===== config.mk =====
export PLATFORM = sky130hd
export DESIGN_NAME = vehicle_can_signal_decoder_core_flat
export DESIGN_NICKNAME = d
export VERILOG_FILES = /design/src/design/vcsd_pkg.sv /design/src/design/vcsd_ifs.sv /design/src/design/vehicle_can_signal_decoder_core.sv /design/src/design/vcsd_front.sv /design/src/design/vcsd_queue.sv /design/src/design/vcsd_back.sv /design/src/flat_wrapper.sv
export SDC_FILE = /design/constraint.sdc
export NUM_CORES = 1
export LEC_CHECK = 0
export BUFFER_PORTS_ARGS = -buffer_cell sky130_fd_sc_hd__buf_2
export CAP_MARGIN = 10
export CORE_MARGIN = 2
export CORE_UTILIZATION = 55
export CTS_CLUSTER_SIZE = 30
export DETAILED_ROUTE_END_ITERATION = 8
export HOLD_SLACK_MARGIN = 0.12
export PLACE_DENSITY = 0.8
export SYNTH_ARGS = -nofsm -noshare
export SYNTH_HDL_FRONTEND = slang
export SYNTH_SLANG_ARGS = --single-unit

===== constraint.sdc =====
create_clock -name clock -period 9.1 [get_ports clock]
set_input_delay 0 -clock clock [delete_from_list [all_inputs] [get_ports clock]]
set_output_delay 0 -clock clock [all_outputs]
set_load 0.01 [all_outputs]

===== src/design/vcsd_pkg.sv =====
// Package for the vehicle CAN signal decoder.
// Holds identifiers, the command handed from front to back, and decode helpers.
// No dependencies; every other design file imports it.
package vcsd_pkg;

   localparam logic [28:0] ID_COOLANT  = 29'h488;
   localparam logic [28:0] ID_CLOCK    = 29'h552;
   localparam logic [28:0] ID_LAMPS    = 29'h517;
   localparam logic [28:0] ID_SPOILER  = 29'h612;
   localparam logic [28:0] ID_PRESSURE = 29'h7E8;

   localparam int unsigned DAY_SECONDS  = 86400;
   localparam int unsigned CLOCK_SHIFT  = DAY_SECONDS - 43200 + 510;
   localparam int unsigned CLOCK_QUOT_MAX = 12;

   localparam logic [7:0] LAMP_ON_B0  = 8'hEB;
   localparam logic [7:0] LAMP_ON_B1  = 8'h7A;
   localparam logic [7:0] LAMP_OFF_B0 = 8'h69;
   localparam logic [7:0] LAMP_OFF_B1 = 8'h5A;
   localparam logic [7:0] LAMP_B2     = 8'h80;

   localparam logic [7:0] OBD_LEN_BYTE = 8'h03;
   localparam logic [7:0] OBD_MODE_ACK = 8'h41;
   localparam logic [7:0] OBD_PID_MAP  = 8'h0B;

   localparam logic [7:0] COOLANT_OFFSET = 8'd40;
   localparam logic [7:0] ATM_RESET      = 8'd101;
   localparam int unsigned QUEUE_DEPTH   = 2;

   localparam logic [6:0] SPOILER_CLOSED = 7'd0;
   localparam logic [6:0] SPOILER_LOW    = 7'd30;
   localparam logic [6:0] SPOILER_MID    = 7'd80;
   localparam logic [6:0] SPOILER_FULL   = 7'd100;

   typedef enum logic [2:0] {
      CMD_IGNORE,
      CMD_COUNT,
      CMD_COOLANT,
      CMD_CLOCK,
      CMD_LAMPS,
      CMD_SPOILER,
      CMD_PRESSURE
   } cmd_kind_type;

   typedef struct packed {
      cmd_kind_type kind;
      logic [20:0]  value;
      logic [3:0]   quot;
      logic [31:0]  arrival;
   } cmd_type;

   function automatic logic [6:0] spoiler_bucket(input logic [7:0] b);
      logic [6:0] pct;
      if (b <= 8'h10) begin
         pct = SPOILER_CLOSED;
      end else if (b >= 8'h50) begin
         pct = SPOILER_FULL;
      end else if (b <= 8'h20) begin
         pct = SPOILER_LOW;
      end else if (b <= 8'h40) begin
         pct = SPOILER_MID;
      end else begin
         pct = SPOILER_FULL;
      end
      return pct;
   endfunction

   // Whole days contained in the shifted clock value; the compares are independent.
   function automatic logic [3:0] clock_quotient(input logic [20:0] sum);
      logic [3:0] q;
      q = '0;
      for (int k = 1; k <= CLOCK_QUOT_MAX; k++) begin
         if (sum >= 21'(k * DAY_SECONDS)) begin
            q = 4'(k);
         end
      end
      return q;
   endfunction

   function automatic logic [20:0] day_multiple(input logic [3:0] q);
      logic [20:0] m;
      m = '0;
      for (int k = 1; k <= CLOCK_QUOT_MAX; k++) begin
         if (q == 4'(k)) begin
            m = 21'(k * DAY_SECONDS);
         end
      end
      return m;
   endfunction

endpackage


===== src/design/vcsd_ifs.sv =====
// Channel interfaces of the vehicle CAN signal decoder: frame, result and register write.
// Depends on vcsd_pkg only through the import in each header.
interface vcsd_req_if import vcsd_pkg::*; ();
   logic        valid;
   logic        ready;
   logic [28:0] frame_id;
   logic        is_extended;
   logic        is_remote;
   logic [3:0]  data_length;
   logic [7:0]  byte0;
   logic [7:0]  byte1;
   logic [7:0]  byte2;
   logic [7:0]  byte3;
   logic [7:0]  byte4;
   logic [31:0] arrival_ms;

   modport source (
      output valid, frame_id, is_extended, is_remote, data_length,
             byte0, byte1, byte2, byte3, byte4, arrival_ms,
      input  ready
   );
   modport sink (
      input  valid, frame_id, is_extended, is_remote, data_length,
             byte0, byte1, byte2, byte3, byte4, arrival_ms,
      output ready
   );
endinterface

interface vcsd_rsp_if import vcsd_pkg::*; ();
   logic              valid;
   logic              ready;
   logic              was_decoded;
   logic signed [8:0] coolant_c;
   logic [16:0]       time_of_day_s;
   logic              clock_valid;
   logic              lamps_lit;
   logic              lamps_valid;
   logic [6:0]        spoiler_pct;
   logic signed [8:0] boost_kpa;
   logic              pressure_valid;
   logic [31:0]       total_frames;
   logic [31:0]       decoded_frames;
   logic [31:0]       last_decode_ms;

   modport source (
      output valid, was_decoded, coolant_c, time_of_day_s, clock_valid, lamps_lit,
             lamps_valid, spoiler_pct, boost_kpa, pressure_valid, total_frames,
             decoded_frames, last_decode_ms,
      input  ready
   );
   modport sink (
      input  valid, was_decoded, coolant_c, time_of_day_s, clock_valid, lamps_lit,
             lamps_valid, spoiler_pct, boost_kpa, pressure_valid, total_frames,
             decoded_frames, last_decode_ms,
      output ready
   );
endinterface

interface vcsd_csr_if import vcsd_pkg::*; ();
   logic       valid;
   logic       ready;
   logic [7:0] data;

   modport source (output valid, data, input ready);
   modport sink (input valid, data, output ready);
endinterface


===== src/design/vehicle_can_signal_decoder_core.sv =====
// Vehicle CAN signal decoder. Each received frame yields exactly one result that
// shows the decoded signal state after that frame. A frame is accepted every cycle
// while the command queue has room; its result is held in the queue and then in the
// back-end output registers, and a stalled result only fills the queue, sized by QUEUE_DEPTH.
// The pressure register write port is always ready and must be used while idle.
module vehicle_can_signal_decoder_core import vcsd_pkg::*; #(
   parameter int unsigned QUEUE_DEPTH_P = QUEUE_DEPTH
) (
   input  logic       clock,
   input  logic       reset,
   vcsd_req_if.sink   req_ch,
   vcsd_rsp_if.source rsp_ch,
   vcsd_csr_if.sink   csr_ch
);

   logic [7:0] atm_ff, atm_in;
   logic       push_valid;
   logic       push_ready;
   cmd_type    push_cmd;
   logic       pop_valid;
   logic       pop_ready;
   cmd_type    pop_cmd;

   assign csr_ch.ready = 1'b1;
   assign atm_in       = csr_ch.valid ? csr_ch.data : atm_ff;

   always_ff @(posedge clock) begin
      if (reset) begin
         atm_ff <= ATM_RESET;
      end else begin
         atm_ff <= atm_in;
      end
   end

   vcsd_front u_front (
      .req_ch          (req_ch),
      .atmospheric_kpa (atm_ff),
      .push_valid      (push_valid),
      .push_ready      (push_ready),
      .push_cmd        (push_cmd)
   );

   vcsd_queue #(
      .DEPTH (QUEUE_DEPTH_P)
   ) u_queue (
      .clock      (clock),
      .reset      (reset),
      .push_valid (push_valid),
      .push_ready (push_ready),
      .push_cmd   (push_cmd),
      .pop_valid  (pop_valid),
      .pop_ready  (pop_ready),
      .pop_cmd    (pop_cmd)
   );

   vcsd_back u_back (
      .clock     (clock),
      .reset     (reset),
      .pop_valid (pop_valid),
      .pop_ready (pop_ready),
      .pop_cmd   (pop_cmd),
      .rsp_ch    (rsp_ch)
   );

`ifndef NO_ASSERTIONS
   a_clock_range: assert property (@(posedge clock) disable iff (reset)
      rsp_ch.time_of_day_s < 17'(DAY_SECONDS))
      else $error("Decoded clock is outside one day.");

   a_spoiler_bucket: assert property (@(posedge clock) disable iff (reset)
      rsp_ch.spoiler_pct == SPOILER_CLOSED || rsp_ch.spoiler_pct == SPOILER_LOW ||
      rsp_ch.spoiler_pct == SPOILER_MID || rsp_ch.spoiler_pct == SPOILER_FULL)
      else $error("Spoiler position is not a bucket value.");

   a_lamps_seen: assert property (@(posedge clock) disable iff (reset)
      rsp_ch.lamps_lit |-> rsp_ch.lamps_valid)
      else $error("Lamps lit without a recognized lamp pattern.");

   a_boost_idle: assert property (@(posedge clock) disable iff (reset)
      !rsp_ch.pressure_valid |-> (rsp_ch.boost_kpa == 9'sd0))
      else $error("Boost changed before any pressure reply.");
`endif

endmodule


===== src/design/vcsd_front.sv =====
// Front end of the vehicle CAN signal decoder: classifies each frame into a command.
// Depends on vcsd_pkg and vcsd_req_if.
module vcsd_front import vcsd_pkg::*; (
   vcsd_req_if.sink   req_ch,
   input  logic [7:0] atmospheric_kpa,
   output logic       push_valid,
   input  logic       push_ready,
   output cmd_type    push_cmd
);

   logic [20:0] clock_sum;
   logic        lamp_on_match;
   logic        lamp_off_match;
   logic        obd_match;

   assign push_valid   = req_ch.valid;
   assign req_ch.ready = push_ready;

   always_comb begin
      clock_sum = 21'({req_ch.byte0, req_ch.byte1, req_ch.byte2[7:4]})
                  + 21'(CLOCK_SHIFT);
      lamp_on_match  = (req_ch.byte0 == LAMP_ON_B0) && (req_ch.byte1 == LAMP_ON_B1)
                       && (req_ch.byte2 == LAMP_B2);
      lamp_off_match = (req_ch.byte0 == LAMP_OFF_B0) && (req_ch.byte1 == LAMP_OFF_B1)
                       && (req_ch.byte2 == LAMP_B2);
      obd_match      = (req_ch.byte0 == OBD_LEN_BYTE) && (req_ch.byte1 == OBD_MODE_ACK)
                       && (req_ch.byte2 == OBD_PID_MAP);

      push_cmd.kind    = CMD_COUNT;
      push_cmd.value   = '0;
      push_cmd.quot    = '0;
      push_cmd.arrival = req_ch.arrival_ms;

      priority if (req_ch.is_extended || req_ch.is_remote) begin
         push_cmd.kind = CMD_IGNORE;
      end else if (req_ch.frame_id == ID_COOLANT) begin
         if (req_ch.data_length >= 4'd1) begin
            push_cmd.kind  = CMD_COOLANT;
            push_cmd.value = 21'({1'b0, req_ch.byte0} - {1'b0, COOLANT_OFFSET});
         end
      end else if (req_ch.frame_id == ID_CLOCK) begin
         if (req_ch.data_length >= 4'd3) begin
            push_cmd.kind  = CMD_CLOCK;
            push_cmd.value = clock_sum;
            push_cmd.quot  = clock_quotient(clock_sum);
         end
      end else if (req_ch.frame_id == ID_LAMPS) begin
         if ((req_ch.data_length >= 4'd3) && (lamp_on_match || lamp_off_match)) begin
            push_cmd.kind  = CMD_LAMPS;
            push_cmd.value = 21'(lamp_on_match);
         end
      end else if (req_ch.frame_id == ID_SPOILER) begin
         if (req_ch.data_length >= 4'd5) begin
            push_cmd.kind  = CMD_SPOILER;
            push_cmd.value = 21'(spoiler_bucket(req_ch.byte4));
         end
      end else if (req_ch.frame_id == ID_PRESSURE) begin
         if ((req_ch.data_length >= 4'd4) && obd_match) begin
            push_cmd.kind  = CMD_PRESSURE;
            push_cmd.value = 21'({1'b0, req_ch.byte3} - {1'b0, atmospheric_kpa});
         end
      end else begin
         push_cmd.kind = CMD_COUNT;
      end
   end

endmodule


===== src/design/vcsd_queue.sv =====
// Command queue between the front end and the back end of the decoder.
// Depends on vcsd_pkg for the command type.
module vcsd_queue import vcsd_pkg::*; #(
   parameter int unsigned DEPTH = QUEUE_DEPTH
) (
   input  logic    clock,
   input  logic    reset,
   input  logic    push_valid,
   output logic    push_ready,
   input  cmd_type push_cmd,
   output logic    pop_valid,
   input  logic    pop_ready,
   output cmd_type pop_cmd
);

   localparam int unsigned CW = $clog2(DEPTH + 1);
   localparam int unsigned PW = $clog2(DEPTH);

   cmd_type         mem_ff [DEPTH];
   logic [CW-1:0]   count_ff, count_in;
   logic [PW-1:0]   wr_ptr_ff, wr_ptr_in;
   logic [PW-1:0]   rd_ptr_ff, rd_ptr_in;
   logic            push;
   logic            pop;

   assign push_ready = (count_ff != CW'(DEPTH));
   assign pop_valid  = (count_ff != '0);
   assign push       = push_valid && push_ready;
   assign pop        = pop_valid && pop_ready;
   assign pop_cmd    = mem_ff[rd_ptr_ff];

   always_comb begin
      wr_ptr_in = wr_ptr_ff;
      rd_ptr_in = rd_ptr_ff;
      count_in  = count_ff;
      if (push) begin
         wr_ptr_in = (wr_ptr_ff == PW'(DEPTH - 1)) ? '0 : wr_ptr_ff + 1'b1;
      end
      if (pop) begin
         rd_ptr_in = (rd_ptr_ff == PW'(DEPTH - 1)) ? '0 : rd_ptr_ff + 1'b1;
      end
      unique case ({push, pop})
         2'b10:   count_in = count_ff + 1'b1;
         2'b01:   count_in = count_ff - 1'b1;
         default: count_in = count_ff;
      endcase
   end

   always_ff @(posedge clock) begin
      if (reset) begin
         count_ff  <= '0;
         wr_ptr_ff <= '0;
         rd_ptr_ff <= '0;
      end else begin
         count_ff  <= count_in;
         wr_ptr_ff <= wr_ptr_in;
         rd_ptr_ff <= rd_ptr_in;
      end
   end

   always_ff @(posedge clock) begin
      if (push) begin
         mem_ff[wr_ptr_ff] <= push_cmd;
      end
   end

endmodule


===== src/design/vcsd_back.sv =====
// Back end of the decoder: applies commands to the signal state and drives results.
// Depends on vcsd_pkg and vcsd_rsp_if.
module vcsd_back import vcsd_pkg::*; (
   input  logic       clock,
   input  logic       reset,
   input  logic       pop_valid,
   output logic       pop_ready,
   input  cmd_type    pop_cmd,
   vcsd_rsp_if.source rsp_ch
);

   logic        rsp_valid_ff, rsp_valid_in;
   logic        hit_ff, hit_in;
   logic [8:0]  coolant_ff, coolant_in;
   logic [16:0] clock_ff, clock_in;
   logic        clock_seen_ff, clock_seen_in;
   logic        lamps_on_ff, lamps_on_in;
   logic        lamps_seen_ff, lamps_seen_in;
   logic [6:0]  spoiler_ff, spoiler_in;
   logic [8:0]  boost_ff, boost_in;
   logic        pressure_seen_ff, pressure_seen_in;
   logic [31:0] received_ff, received_in;
   logic [31:0] decoded_ff, decoded_in;
   logic [31:0] last_time_ff, last_time_in;
   logic [20:0] clock_rem;
   logic        pop;

   assign pop_ready = !rsp_valid_ff || rsp_ch.ready;
   assign pop       = pop_valid && pop_ready;
   assign clock_rem = pop_cmd.value - day_multiple(pop_cmd.quot);

   always_comb begin
      rsp_valid_in     = rsp_valid_ff;
      hit_in           = hit_ff;
      coolant_in       = coolant_ff;
      clock_in         = clock_ff;
      clock_seen_in    = clock_seen_ff;
      lamps_on_in      = lamps_on_ff;
      lamps_seen_in    = lamps_seen_ff;
      spoiler_in       = spoiler_ff;
      boost_in         = boost_ff;
      pressure_seen_in = pressure_seen_ff;
      received_in      = received_ff;
      decoded_in       = decoded_ff;
      last_time_in     = last_time_ff;
      if (pop) begin
         rsp_valid_in = 1'b1;
         hit_in       = 1'b0;
         if (pop_cmd.kind != CMD_IGNORE) begin
            received_in = received_ff + 32'd1;
         end
         unique case (pop_cmd.kind)
            CMD_COOLANT: begin
               coolant_in = pop_cmd.value[8:0];
               hit_in     = 1'b1;
            end
            CMD_CLOCK: begin
               clock_in      = clock_rem[16:0];
               clock_seen_in = 1'b1;
               hit_in        = 1'b1;
            end
            CMD_LAMPS: begin
               lamps_on_in   = pop_cmd.value[0];
               lamps_seen_in = 1'b1;
               hit_in        = 1'b1;
            end
            CMD_SPOILER: begin
               spoiler_in = pop_cmd.value[6:0];
               hit_in     = 1'b1;
            end
            CMD_PRESSURE: begin
               boost_in         = pop_cmd.value[8:0];
               pressure_seen_in = 1'b1;
               hit_in           = 1'b1;
            end
            default: begin
               hit_in = 1'b0;
            end
         endcase
         if (hit_in) begin
            decoded_in   = decoded_ff + 32'd1;
            last_time_in = pop_cmd.arrival;
         end
      end else if (rsp_ch.ready) begin
         rsp_valid_in = 1'b0;
      end
   end

   always_ff @(posedge clock) begin
      if (reset) begin
         rsp_valid_ff     <= 1'b0;
         hit_ff           <= 1'b0;
         coolant_ff       <= '0;
         clock_ff         <= '0;
         clock_seen_ff    <= 1'b0;
         lamps_on_ff      <= 1'b0;
         lamps_seen_ff    <= 1'b0;
         spoiler_ff       <= '0;
         boost_ff         <= '0;
         pressure_seen_ff <= 1'b0;
         received_ff      <= '0;
         decoded_ff       <= '0;
         last_time_ff     <= '0;
      end else begin
         rsp_valid_ff     <= rsp_valid_in;
         hit_ff           <= hit_in;
         coolant_ff       <= coolant_in;
         clock_ff         <= clock_in;
         clock_seen_ff    <= clock_seen_in;
         lamps_on_ff      <= lamps_on_in;
         lamps_seen_ff    <= lamps_seen_in;
         spoiler_ff       <= spoiler_in;
         boost_ff         <= boost_in;
         pressure_seen_ff <= pressure_seen_in;
         received_ff      <= received_in;
         decoded_ff       <= decoded_in;
         last_time_ff     <= last_time_in;
      end
   end

   assign rsp_ch.valid          = rsp_valid_ff;
   assign rsp_ch.was_decoded    = hit_ff;
   assign rsp_ch.coolant_c      = $signed(coolant_ff);
   assign rsp_ch.time_of_day_s  = clock_ff;
   assign rsp_ch.clock_valid    = clock_seen_ff;
   assign rsp_ch.lamps_lit      = lamps_on_ff;
   assign rsp_ch.lamps_valid    = lamps_seen_ff;
   assign rsp_ch.spoiler_pct    = spoiler_ff;
   assign rsp_ch.boost_kpa      = $signed(boost_ff);
   assign rsp_ch.pressure_valid = pressure_seen_ff;
   assign rsp_ch.total_frames   = received_ff;
   assign rsp_ch.decoded_frames = decoded_ff;
   assign rsp_ch.last_decode_ms = last_time_ff;

endmodule

===== src/flat_wrapper.sv =====
// flat-port wrapper written by rule: the top's interface ports become plain ports
module vehicle_can_signal_decoder_core_flat import vcsd_pkg::*;
#(
   parameter int unsigned QUEUE_DEPTH_P = QUEUE_DEPTH
)
  (clock, reset, req_ch_valid, req_ch_frame_id, req_ch_is_extended, req_ch_is_remote, req_ch_data_length, req_ch_byte0, req_ch_byte1, req_ch_byte2, req_ch_byte3, req_ch_byte4, req_ch_arrival_ms, req_ch_ready, rsp_ch_valid, rsp_ch_was_decoded, rsp_ch_coolant_c, rsp_ch_time_of_day_s, rsp_ch_clock_valid, rsp_ch_lamps_lit, rsp_ch_lamps_valid, rsp_ch_spoiler_pct, rsp_ch_boost_kpa, rsp_ch_pressure_valid, rsp_ch_total_frames, rsp_ch_decoded_frames, rsp_ch_last_decode_ms, rsp_ch_ready, csr_ch_valid, csr_ch_data, csr_ch_ready);
  vcsd_req_if req_ch_i ();
  vcsd_rsp_if rsp_ch_i ();
  vcsd_csr_if csr_ch_i ();
  input  logic clock;
  input  logic reset;
  input wire logic [$bits(req_ch_i.valid)-1:0] req_ch_valid;
  input wire logic [$bits(req_ch_i.frame_id)-1:0] req_ch_frame_id;
  input wire logic [$bits(req_ch_i.is_extended)-1:0] req_ch_is_extended;
  input wire logic [$bits(req_ch_i.is_remote)-1:0] req_ch_is_remote;
  input wire logic [$bits(req_ch_i.data_length)-1:0] req_ch_data_length;
  input wire logic [$bits(req_ch_i.byte0)-1:0] req_ch_byte0;
  input wire logic [$bits(req_ch_i.byte1)-1:0] req_ch_byte1;
  input wire logic [$bits(req_ch_i.byte2)-1:0] req_ch_byte2;
  input wire logic [$bits(req_ch_i.byte3)-1:0] req_ch_byte3;
  input wire logic [$bits(req_ch_i.byte4)-1:0] req_ch_byte4;
  input wire logic [$bits(req_ch_i.arrival_ms)-1:0] req_ch_arrival_ms;
  output wire logic [$bits(req_ch_i.ready)-1:0] req_ch_ready;
  output wire logic [$bits(rsp_ch_i.valid)-1:0] rsp_ch_valid;
  output wire logic [$bits(rsp_ch_i.was_decoded)-1:0] rsp_ch_was_decoded;
  output wire logic [$bits(rsp_ch_i.coolant_c)-1:0] rsp_ch_coolant_c;
  output wire logic [$bits(rsp_ch_i.time_of_day_s)-1:0] rsp_ch_time_of_day_s;
  output wire logic [$bits(rsp_ch_i.clock_valid)-1:0] rsp_ch_clock_valid;
  output wire logic [$bits(rsp_ch_i.lamps_lit)-1:0] rsp_ch_lamps_lit;
  output wire logic [$bits(rsp_ch_i.lamps_valid)-1:0] rsp_ch_lamps_valid;
  output wire logic [$bits(rsp_ch_i.spoiler_pct)-1:0] rsp_ch_spoiler_pct;
  output wire logic [$bits(rsp_ch_i.boost_kpa)-1:0] rsp_ch_boost_kpa;
  output wire logic [$bits(rsp_ch_i.pressure_valid)-1:0] rsp_ch_pressure_valid;
  output wire logic [$bits(rsp_ch_i.total_frames)-1:0] rsp_ch_total_frames;
  output wire logic [$bits(rsp_ch_i.decoded_frames)-1:0] rsp_ch_decoded_frames;
  output wire logic [$bits(rsp_ch_i.last_decode_ms)-1:0] rsp_ch_last_decode_ms;
  input wire logic [$bits(rsp_ch_i.ready)-1:0] rsp_ch_ready;
  input wire logic [$bits(csr_ch_i.valid)-1:0] csr_ch_valid;
  input wire logic [$bits(csr_ch_i.data)-1:0] csr_ch_data;
  output wire logic [$bits(csr_ch_i.ready)-1:0] csr_ch_ready;
  assign req_ch_i.valid = req_ch_valid;
  assign req_ch_i.frame_id = req_ch_frame_id;
  assign req_ch_i.is_extended = req_ch_is_extended;
  assign req_ch_i.is_remote = req_ch_is_remote;
  assign req_ch_i.data_length = req_ch_data_length;
  assign req_ch_i.byte0 = req_ch_byte0;
  assign req_ch_i.byte1 = req_ch_byte1;
  assign req_ch_i.byte2 = req_ch_byte2;
  assign req_ch_i.byte3 = req_ch_byte3;
  assign req_ch_i.byte4 = req_ch_byte4;
  assign req_ch_i.arrival_ms = req_ch_arrival_ms;
  assign req_ch_ready = req_ch_i.ready;
  assign rsp_ch_valid = rsp_ch_i.valid;
  assign rsp_ch_was_decoded = rsp_ch_i.was_decoded;
  assign rsp_ch_coolant_c = rsp_ch_i.coolant_c;
  assign rsp_ch_time_of_day_s = rsp_ch_i.time_of_day_s;
  assign rsp_ch_clock_valid = rsp_ch_i.clock_valid;
  assign rsp_ch_lamps_lit = rsp_ch_i.lamps_lit;
  assign rsp_ch_lamps_valid = rsp_ch_i.lamps_valid;
  assign rsp_ch_spoiler_pct = rsp_ch_i.spoiler_pct;
  assign rsp_ch_boost_kpa = rsp_ch_i.boost_kpa;
  assign rsp_ch_pressure_valid = rsp_ch_i.pressure_valid;
  assign rsp_ch_total_frames = rsp_ch_i.total_frames;
  assign rsp_ch_decoded_frames = rsp_ch_i.decoded_frames;
  assign rsp_ch_last_decode_ms = rsp_ch_i.last_decode_ms;
  assign rsp_ch_i.ready = rsp_ch_ready;
  assign csr_ch_i.valid = csr_ch_valid;
  assign csr_ch_i.data = csr_ch_data;
  assign csr_ch_ready = csr_ch_i.ready;
  vehicle_can_signal_decoder_core #(.QUEUE_DEPTH_P(QUEUE_DEPTH_P)) u_core (.clock(clock), .reset(reset), .req_ch(req_ch_i), .rsp_ch(rsp_ch_i), .csr_ch(csr_ch_i));
endmodule

# --- Word-level counts from Yosys, hierarchy flattened ---
# Memory sizes are Yosys's and may differ from the RTL's. A register that Yosys moved wholly into a read port is not among the register bits.
# Cells that the tools add are included.
word_totals:
  regBits: 156
  ramBits: 120
  output_inout_bits: 146
  wordCells: 161
  memories: 1
mem_list:
  columns: ["memory", "words", "word_bits", "rd", "rd_clocked_by_memory_dff", "write_ports", "line_no", "source"]
  rows:
  - ["u_core.u_queue.mem_ff", 2, 60, 1, 1, 1, "vcsd_queue.sv:19", "cmd_type mem_ff [DEPTH];"]
op_classes:
  addsub: 10
  magnitude_cmp: 20
  eq_ne: 33
  n_mux: 54
  reduce_logical: 26
ops:
  columns: ["operator", "n"]
  rows:
  - ["2-to-1 mux 17 bit", 12]
  - ["2-to-1 mux 24 bit", 7]
  - ["equality test 29 x 11 -> 1 bit (second input constant)", 5]
  - ["greater-or-equal comparator 21 x 20 -> 1 bit (second input constant)", 6]
  - ["adder 32 x 1 -> 32 bit (second input constant)", 2]
  - ["greater-or-equal comparator 21 x 19 -> 1 bit (second input constant)", 3]
  - ["2-to-1 mux 4 bit", 13]
  - ["greater-or-equal comparator 21 x 18 -> 1 bit (second input constant)", 2]
  - ["equality test 8 x 7 -> 1 bit (second input constant)", 4]
  - ["2-to-1 mux 27 bit", 1]
  - ["2-to-1 mux 25 bit", 1]
  - ["2-to-1 mux 23 bit", 1]
  - ["adder 20 x 16 -> 21 bit (second input constant)", 1]
  - ["greater-or-equal comparator 21 x 17 -> 1 bit (second input constant)", 1]
  - ["2-to-1 mux 21 bit", 1]
  - ["2-to-1 mux 7 bit", 3]
  - ["equality test 4 bit (second input constant)", 5]
  - ["subtractor 17 bit", 1]
  - ["equality test 4 x 3 -> 1 bit (second input constant)", 4]
  - ["equality test 8 bit (second input constant)", 2]
  - ["AND reduction 2 bit", 7]
  - ["2-to-1 mux 1 bit", 11]
  - ["logical AND 1 bit", 10]
  - ["equality test 3 bit (second input constant)", 3]
  - ["other kinds (28)", 37]

# --- Logic depth before layout (Yosys ltp) ---
logic_depth:
  depth_word: 18
  depth_mapped: 17

# --- Modules after synthesis ---
# A second synthesis with hierarchy kept.
hier_totals:
  cells_unflattened: 1398
  area_unflattened_um2: 13754.4
by_module_without_submodules:
  columns: ["module", "n_inst", "cells_each", "area_each_um2", "seq_area_each_um2"]
  rows:
  - ["vcsd_back", 1, 741, 6173.4, 2882.8]
  - ["vcsd_queue", 1, 211, 4535.6, 3703.6]
  - ["vcsd_front", 1, 418, 2737.6, 0.0]
  - ["vehicle_can_signal_decoder_core", 1, 28, 307.8, 160.2]

# --- Least setup slack after synthesis ---
# OpenSTA, ideal clock, no wires.
synth_timing:
  kind: "register to register"
  start: "reg with a tool-made name"
  end: "reg u_core.u_back.clock_ff[15], in the netlist u_core.u_back.rsp_ch.time_of_day_s[15]"
  setup_time_ns: 0.070
  arrival_time_ns: 3.776
  setup_slack_ns: 5.253
  stages_incl_launch_ff: 16
  path_cell_list: "dfxtp_1 > clkbuf_1 > clkbuf_1 > buf_1 > buf_1 > mux2_2 > ha_1 > nor2b_1 > o21ai_0 > a21boi_0 > o21ai_0 > a21boi_0 > o21a_1 > o21ai_0 > nand3b_1 > a21oi_1"
synth_lines:
  columns: ["item", "line_no", "source"]
  rows:
  - ["end signal: assignment", "vcsd_back.sv:108", "clock_ff <= clock_in;"]
  - ["end: declaration", "vcsd_back.sv:15", "logic [16:0] clock_ff, clock_in;"]

==> impl_results.md <==
- Status: finished, final reports clean
- Final wirelength: 32300 um
- WP buf/inv: 1
- Final setup violation count: 0
- Initial antenna violation count: 0
- Tcrit/Tclk final: 0.460
- Count of input and output buffers: 264
- Clk_skew: 0.0124 ns
- Fillers: 1841
- Post-Place Cells: 1834
- Synth area leader: edfxtp_1
- Clk_lat worst skew: 0.53 ns
- #FFs+latches synth: 269
- GRT Resource Usage Total: 0.251
- Total core area: 0.0233 mm2
- Worst Tran Pin Value: 1.14 ns
- DIE AREA: 0.0249 mm2
- Vias/cell: 5.63
- Final hold slack: 0.131 ns
- Setup crit end kind: flop
- CTS Buf Count: 27
- Avg Cell Area, Syn: 9.97 um2
- Clock Path Buffers: 3
- Crit path cell chain: buf_4 -> mux2i_1 -> nand2_1 -> o211ai_1 -> o21ai_0 -> ha_1 -> nor2b_1 -> o21ai_0 -> a21boi_0 -> o21ai_0 -> a21boi_0 -> o21a_1 -> o21ai_0 -> nand3b_1 -> a21oi_1
- Top cell by count, worst path: o21ai_0
- Antenna-violating nets left: 0
- PostCTS Resize Cnt: 0
- Pins Over Slew Limit: 0
- Die Ht: 158 um
- CTS tree: yes
- Hold Vio Cnt, Final: 0
- Number of max-cap violations: 0
- Clock-pin transition on the worst setup and hold timing paths: 0.06 ns
- CP delay by family, top: compound AO/OA/AOI/OAI gates
- Syn nets: 1449
- Fmax: 239 MHz
- Fin nets: 1758
- Crit-path max cell delay: 0.77 ns
- Peak VDD IR: 0.172 mV
- CP max stage cell: mux2i_1
- RSZ-0062 raised after global routing: false
- Cell Area, Synth: 0.0130 mm2
- Final non-filler cell total: 1950
- Most frequent cells after synthesis: 201 x nor2_1, 157 x dfxtp_1, 112 x edfxtp_1
- WS Path Type: flop to flop
- Die X: 158 um
- Site row count: 56
- # DRC: 0
- Vias in the first global route: 10500
- Root buffer cell: clkbuf_16
- Final WS setup: 4.91 ns
- First-pass GRT wire length: 51000 um
- Seq/Total Area, Yosys: 0.501
- Post-synth EDFFs: 112
- Via count: 11000
- CP max FO: 56
- Syn Inst Count: 1303
- Dpl ws: 4.86 ns
- GP Congestion: 0.935
- Relative slew slack: 0.237
- Boundary Pins: 266
- Synthesis-to-layout area growth: 22.8%
- Clk sinks: 269
- DRT iter0 DRCs: 827
- Drt wl/cell: 16.6 um
- Layout cells sized above 1: 0.221
- Synth async-reset ratio: 0
- Data required, critical path: 9.56 ns
- CTS H-tree depth: 1
- Critical path arrival: 4.64 ns
- Ant. Diodes: 0
- Min cycle time layout: 4.19 ns
- Largest net degree at the start of global routing: 102
- Pwr Density: 235 mW/mm2
- Top-area cell type share of the netlist area: 0.259
- DRT Pass-1 Iters: 6
- Synthesis Warnings: 0
- Cell variety after synth: 87
- Final setup TNS: 0 ns
- Top_reg_cell synth: dfxtp_1
- Starting density of the core: 0.557
- Hpwl dp: 22700 um
- CP Launch Type: flop
- Total gr overflow: 0
- Leak: 0.00631 uW
- Count leader, synth: nor2_1
- Synth top area cells: edfxtp_1 26%, dfxtp_1 24%, nor2_1 5.8%, mux2i_1 4.3%, a211oi_1 4.2%
- Worst min-delay path class: primary input to flop
[state kept, by name (all words and copies together), names as in the netlist, 2 cells and up, named ones only]
register / flops
u_core.u_queue.mem_ff: 112
u_core.u_back.rsp_ch.total_frames: 32
u_core.atm_ff: 8
u_core.u_back.rsp_ch.decoded_frames: 32
u_core.u_back.rsp_ch.last_decode_ms: 32
u_core.u_back.rsp_ch.coolant_c: 9
u_core.u_back.rsp_ch.boost_kpa: 9
u_core.u_back.rsp_ch.spoiler_pct: 7
u_core.u_queue.count_ff: 2
u_core.u_back.rsp_ch.time_of_day_s: 17
[worst register-to-register path, delay by kind of cell (launching register included)]
family / cells / cell delay (ns)
buffers and inverters: 1 / 0.70
muxes: 1 / 0.80
adders and majority gates: 1 / 0.32
and+or+nand+nor: 3 / 0.41
DFF: 1 / 0.39
AOI/OAI and AO/OA: 9 / 1.49
[routing by layer]
| metal | GRT usage | part of all wire | up-vias | routed length (um) |
|---|---|---|---|---|
| met1 | 0.321 | 0.41 | 5109 | 13200 |
| met2 | 0.438 | 0.49 | 423 | 15700 |
| met3 | 0.0301 | 0.069 | 73 | 2240 |
| met4 | 0.0896 | 0.034 | 0 | 1100 |
| met5 | 0 | 0 | - | 0 |
| li1 | - | - | 5366 | - |
[final timing paths]
check             slack, ns  cells after the start                                     end                                    from
setup reg to reg       4.91                     15  u_core.u_back.rsp_ch.time_of_day_s[15]                                    flop
hold / removal         0.13                      5            u_core.u_queue.mem_ff[0][42]                         req_ch_byte3[6]
setup / recovery       4.91                     15  u_core.u_back.rsp_ch.time_of_day_s[15]                                    flop
hold reg to reg        0.46                      2  u_core.u_back.rsp_ch.time_of_day_s[10]  u_core.u_back.rsp_ch.time_of_day_s[10]
[logic make-up after synthesis]
family	count (synthesis)	synth area share
compound gates	267	0.141
xor+xnor	89	0.0600
fa+ha+maj	26	0.0262
buf+inv	97	0.0368
flops	269	0.501
mux	68	0.0535
other cells	1	0.000289
simple gates	486	0.182
[cell type report]
cell class	instances	area (um2)	share of cell area
tap	319	399	0.0250
timing repair buffer	342	2080	0.130
inverter	35	131	0.00824
multi-input combinational	937	6040	0.378
sequential	269	6510	0.408
clock buffer	41	759	0.0476
clock inverter	7	38.8	0.00243
[layout by cell type, fill, tap and decap left out, drive strengths merged, types with 4 or more instances in the layout]
master       count
buf            275
nor2           201
dfxtp          157
edfxtp         112
nand2           78
a211oi          74
dlygate4sd3     67
a21oi           64
mux2i           56
xor2            53
o21ai           42
clkbuf          41
nand3           36
xnor2           36
inv             36
nor3            32
ha              24
nand4           20
and3            18
or3             17
nor4            16
nand2b          12
mux2            12
a31oi           12
a21o            11
nor2b           10
or2              8
a221oi           8
o211ai           7
o21a             7
and2             7
and4             6
clkinv           6
a311oi           4
o41ai            4
nand3b           4
a41oi            4
[power breakdown]
group / switching, uW / internal, uW
Combinational: 722 / 481
Sequential: 85.4 / 1450
Clock: 435 / 574
Total: 1240 / 2510
[what timing repair did]
action                    4_1_cts  5_1_grt
setup buffers                   0        0
hold endpoints to repair      160        0
hold buffers                   67        0
[per-stage QoR]
stage           util  total power (uW)  area [um2]
6_report       0.684              3750       16000
5_1_grt        0.684              3950       16000
4_1_cts        0.683              3750       15900
3_5_place_dp   0.620              2720       14500
3_3_place_gp   0.620              2680       14500
2_1_floorplan      -              2370       13000
Power figures use the tool's default switching activity.
